===== config.mk =====
export PLATFORM = sky130hd
export DESIGN_NAME = ssc_perm_mem
export DESIGN_NICKNAME = d
export VERILOG_FILES = /design/src/hdl/ssc_pkg.sv /design/src/hdl/ssc_perm_mem.sv
export SDC_FILE = /design/constraint.sdc
export NUM_CORES = 2
export LEC_CHECK = 0
export BUFFER_PORTS_ARGS = -buffer_cell sky130_fd_sc_hd__buf_2
export CAP_MARGIN = 20
export CORE_ASPECT_RATIO = 0.9
export CORE_MARGIN = 3
export CORE_UTILIZATION = 30
export DETAILED_ROUTE_END_ITERATION = 7
export PLACE_DENSITY = 0.45
export SYNTH_ARGS = -nofsm -noshare
export SYNTH_HDL_FRONTEND = slang
export SYNTH_SLANG_ARGS = --single-unit

===== constraint.sdc =====
create_clock -name aclk -period 5.9 [get_ports aclk]
set_input_delay 0.295 -clock aclk [delete_from_list [all_inputs] [get_ports aclk]]
set_output_delay 0.295 -clock aclk [all_outputs]
set_load 0.01 [all_outputs]

===== src/hdl/ssc_pkg.sv =====
package ssc_pkg;

    localparam int unsigned PermDepth = 256;

    localparam logic KIND_KEY  = 1'b0;
    localparam logic KIND_DATA = 1'b1;

    typedef enum logic [3:0] {
        ST_FILL,
        ST_IDLE,
        ST_RD_J,
        ST_RD_I,
        ST_RD_JN,
        ST_SWAP_I,
        ST_SWAP_J,
        ST_RD_B,
        ST_RD_Z,
        ST_FIN,
        ST_PUT,
        ST_KEY_SN,
        ST_KEY_WR_N,
        ST_KEY_WR_J
    } state_t;

    // One write request to the permutation memory.
    typedef struct packed {
        logic       we;
        logic [7:0] addr;
        logic [7:0] data;
    } perm_wr_t;

endpackage


===== src/hdl/ssc_perm_mem.sv =====
module ssc_perm_mem
    import ssc_pkg::*;
(
    input  logic       aclk,
    input  perm_wr_t   wr,
    input  logic [7:0] raddr,
    output logic [7:0] rdata
);

    logic [7:0] mem [PermDepth];
    logic [7:0] rdata_reg;

    always_ff @(posedge aclk) begin
        if (wr.we) begin
            mem[wr.addr] <= wr.data;
        end
    end

    // A read of the entry being written in the same cycle returns the new value.
    always_ff @(posedge aclk) begin
        if (wr.we && (wr.addr == raddr)) begin
            rdata_reg <= wr.data;
        end else begin
            rdata_reg <= mem[raddr];
        end
    end

    assign rdata = rdata_reg;

endmodule


==> out/metrics.cfg <==
[status]
outcome = complete, but fails checks
violations = negative hold slack

[grt]
grt_max_degree = 197
grt_pass1_vias = 39000
grt_use_met1 = 0.237
grt_util_met2 = 0.256
gr-total-overflow = 0
track_usage = 0.164
grt_first_pass_wirelength_um = 316000
grt_use_met3 = 0.0284
busiest_layer = met2
antenna_found_initial = 17

[clock_tree]
cts_root_buf = clkbuf_16
clockBufferDepth = 4
cts_buffers = 215
clk_pin_slew_ns = 0.06
htreeDepth = 4
cts_tree = built
cts_sinks = 2056

[yosys]
postSynth.asyncResetShare = 0
yosysSeqAreaShare = 0.775
ys_warn_count = 0
postSynthCellCount = 3733
synth_fp_nets = 3759
syn_avg_cell_area_sq_um = 21.3
synth_cell_type_count = 55
ys.flop_type = edfxtp_1
ys_seq_elements = 2056
synth_edf_count = 2048
syn_area_sq_mm = 0.0796

[worst_hold_path]
holdPathStages = 1
hold_path.class = in -> reg

[setup_path]
slowest_stage = nor4_1
required_ns = 5.61
crit_chain = clkinv_1 > buf_4 > nor2_4 > buf_4 > a22oi_1 > a21oi_1 > nor3_1 > nor4_1 > buf_4 > buf_2
end_kind = primary output
crit_path_max_incr_delay_ns = 0.98
crit_fanout = 31
path_class = reg -> out
cp_common_cell = buf_4
worstSetupStartpointType = flop
critPathArrivalTime_ns = 5.51

[timing]
final_hold_viol_count = 4
slew_viol_final = 0
worst_pin_slew_ns = 1.23
final-setup-viol-count = 0
fmax_ghz = 0.172
post-route-period-util = 0.985
slew_headroom = 0.181
fin_crit_ns = 5.81
holdWs_ns = -0.0168
finalSetupTns_ns = 0

[power_and_ir_drop]
powerDensity_mw_per_mm2 = 337
p_leak_uw = 0.0275
peakVddDrop_uv = 226
fin_total_pwr_uw = 30600

[final_layout]
fin_util = 0.346
layout-drive-gt1-share = 0.231
fin_nets = 3925
final_common_cell = edfxtp_1
fillers = 24400
area_delta_synth_final_pct = 14.3
final_cell_mix = edfxtp_1 (2048), mux4_2 (454), nor2_1 (279)
finalNonFillerCells = 7586
reg.largest.list = mem: 2048 flops
top_register = mem
largest_reg_flops = 2048

[floorplanning]
core_sq_mm = 0.263
dieWidth_um = 549
die_h_um = 495
io_pins = 34
start_util = 0.303
die-area_sq_mm = 0.271
num_rows = 178

[route]
drtIter0Drc = 4146
wl_per_cell_um = 29.7
drtAntennaViolNets = 0
wirelength_um = 225000
drc = 0
viasPerCell = 5.05
drt_pass1_iterations = 5
vias = 38300

[placement]
dp.cells = 7174
gp_congestion = 0.830
io_buffers = 33
place_hpwl_um = 135000

[job]
cap_violations = 0

[metal layers]
metal | wire [um] | share of wire
met5 | 0 | 0
met4 | 5620 | 0.025
met1 | 101000 | 0.45
met3 | 12700 | 0.056
met2 | 106000 | 0.47
[cell usage after synthesis, drive strengths merged (4+ instances only)]
cell type / n / area share
a2111oi: 5 / 0.00066
a211oi: 16 / 0.0015
a21oi: 96 / 0.0060
a221oi: 14 / 0.0016
a22o: 8 / 0.00088
a22oi: 133 / 0.013
and2: 6 / 0.00047
buf: 122 / 0.013
clkbuf: 111 / 0.0052
dfxtp: 8 / 0.0020
edfxtp: 2048 / 0.77
mux2i: 134 / 0.017
mux4: 456 / 0.13
nand2: 33 / 0.0016
nand2b: 8 / 0.00063
nand3: 34 / 0.0021
nand4: 10 / 0.00079
nor2: 282 / 0.013
nor2b: 31 / 0.0024
nor3: 22 / 0.0014
nor4: 27 / 0.0024
o211ai: 10 / 0.00094
o21ai: 12 / 0.00075
o221ai: 47 / 0.0053
o22a: 5 / 0.00055
o22ai: 28 / 0.0022
o32ai: 5 / 0.00064
or2: 4 / 0.00031
[through the flow]
step,instance area [sq um],setup WS [ns]
finish,90900,0.0902
global route,90900,-0.0506
CTS,90900,0.0373
detailed placement,84200,0.977
global placement,84200,0.950
floorplan,79600,3.42
[kinds of logic (layout without fill, tap and decap cells)]
kind of cell / Yosys count / count (layout) / synth area share
compound gates: 385 / 385 / 0.0342
buf+inv: 235 / 572 / 0.0183
flops: 2056 / 2056 / 0.775
mux: 591 / 591 / 0.146
other cells: 0 / 6 / 0
simple gates: 466 / 466 / 0.0263
[where the power goes]
group          switching (uW)  leakage (uW)  internal (uW)
Sequential               40.8        0.0185          16100
Clock                    5690       0.00324           7290
Combinational            1010       0.00579            516
[worst max-delay path: cells and delay by family (launching register included)]
| kind | cells | cell delay [ns] |
|---|---|---|
| simple gates | 3 | 1.63 |
| flops | 1 | 0.78 |
| compound gates | 2 | 0.65 |
| buf+inv | 5 | 1.49 |
[cell type report]
cell class,instances,area (sq um),share of cell area
clock inverter,130,986,0.0108
tap,3510,4390,0.0483
sequential,2056,61700,0.678
antenna,6,15.0,0.000165
multi-input combinational,1442,16500,0.182
timing repair buffer,182,1750,0.0192
inverter,2,7.51,0.0000825
clock buffer,258,5580,0.0614
[timing repair]
action	CTS	global route
setup buffers	0	0
endpoints found under the setup margin	0	1
hold endpoints to repair	339	0
hold buffers	16	0
gates resized for setup	0	1
[path summary, 6_finish.rpt]
kind	from	to	slack [ns]
max	flop	rdata[3]	0.09
min	wr[2]	mem[65][2]$_DFFE_PP_	-0.02
(Power assumes the default switching activity.)
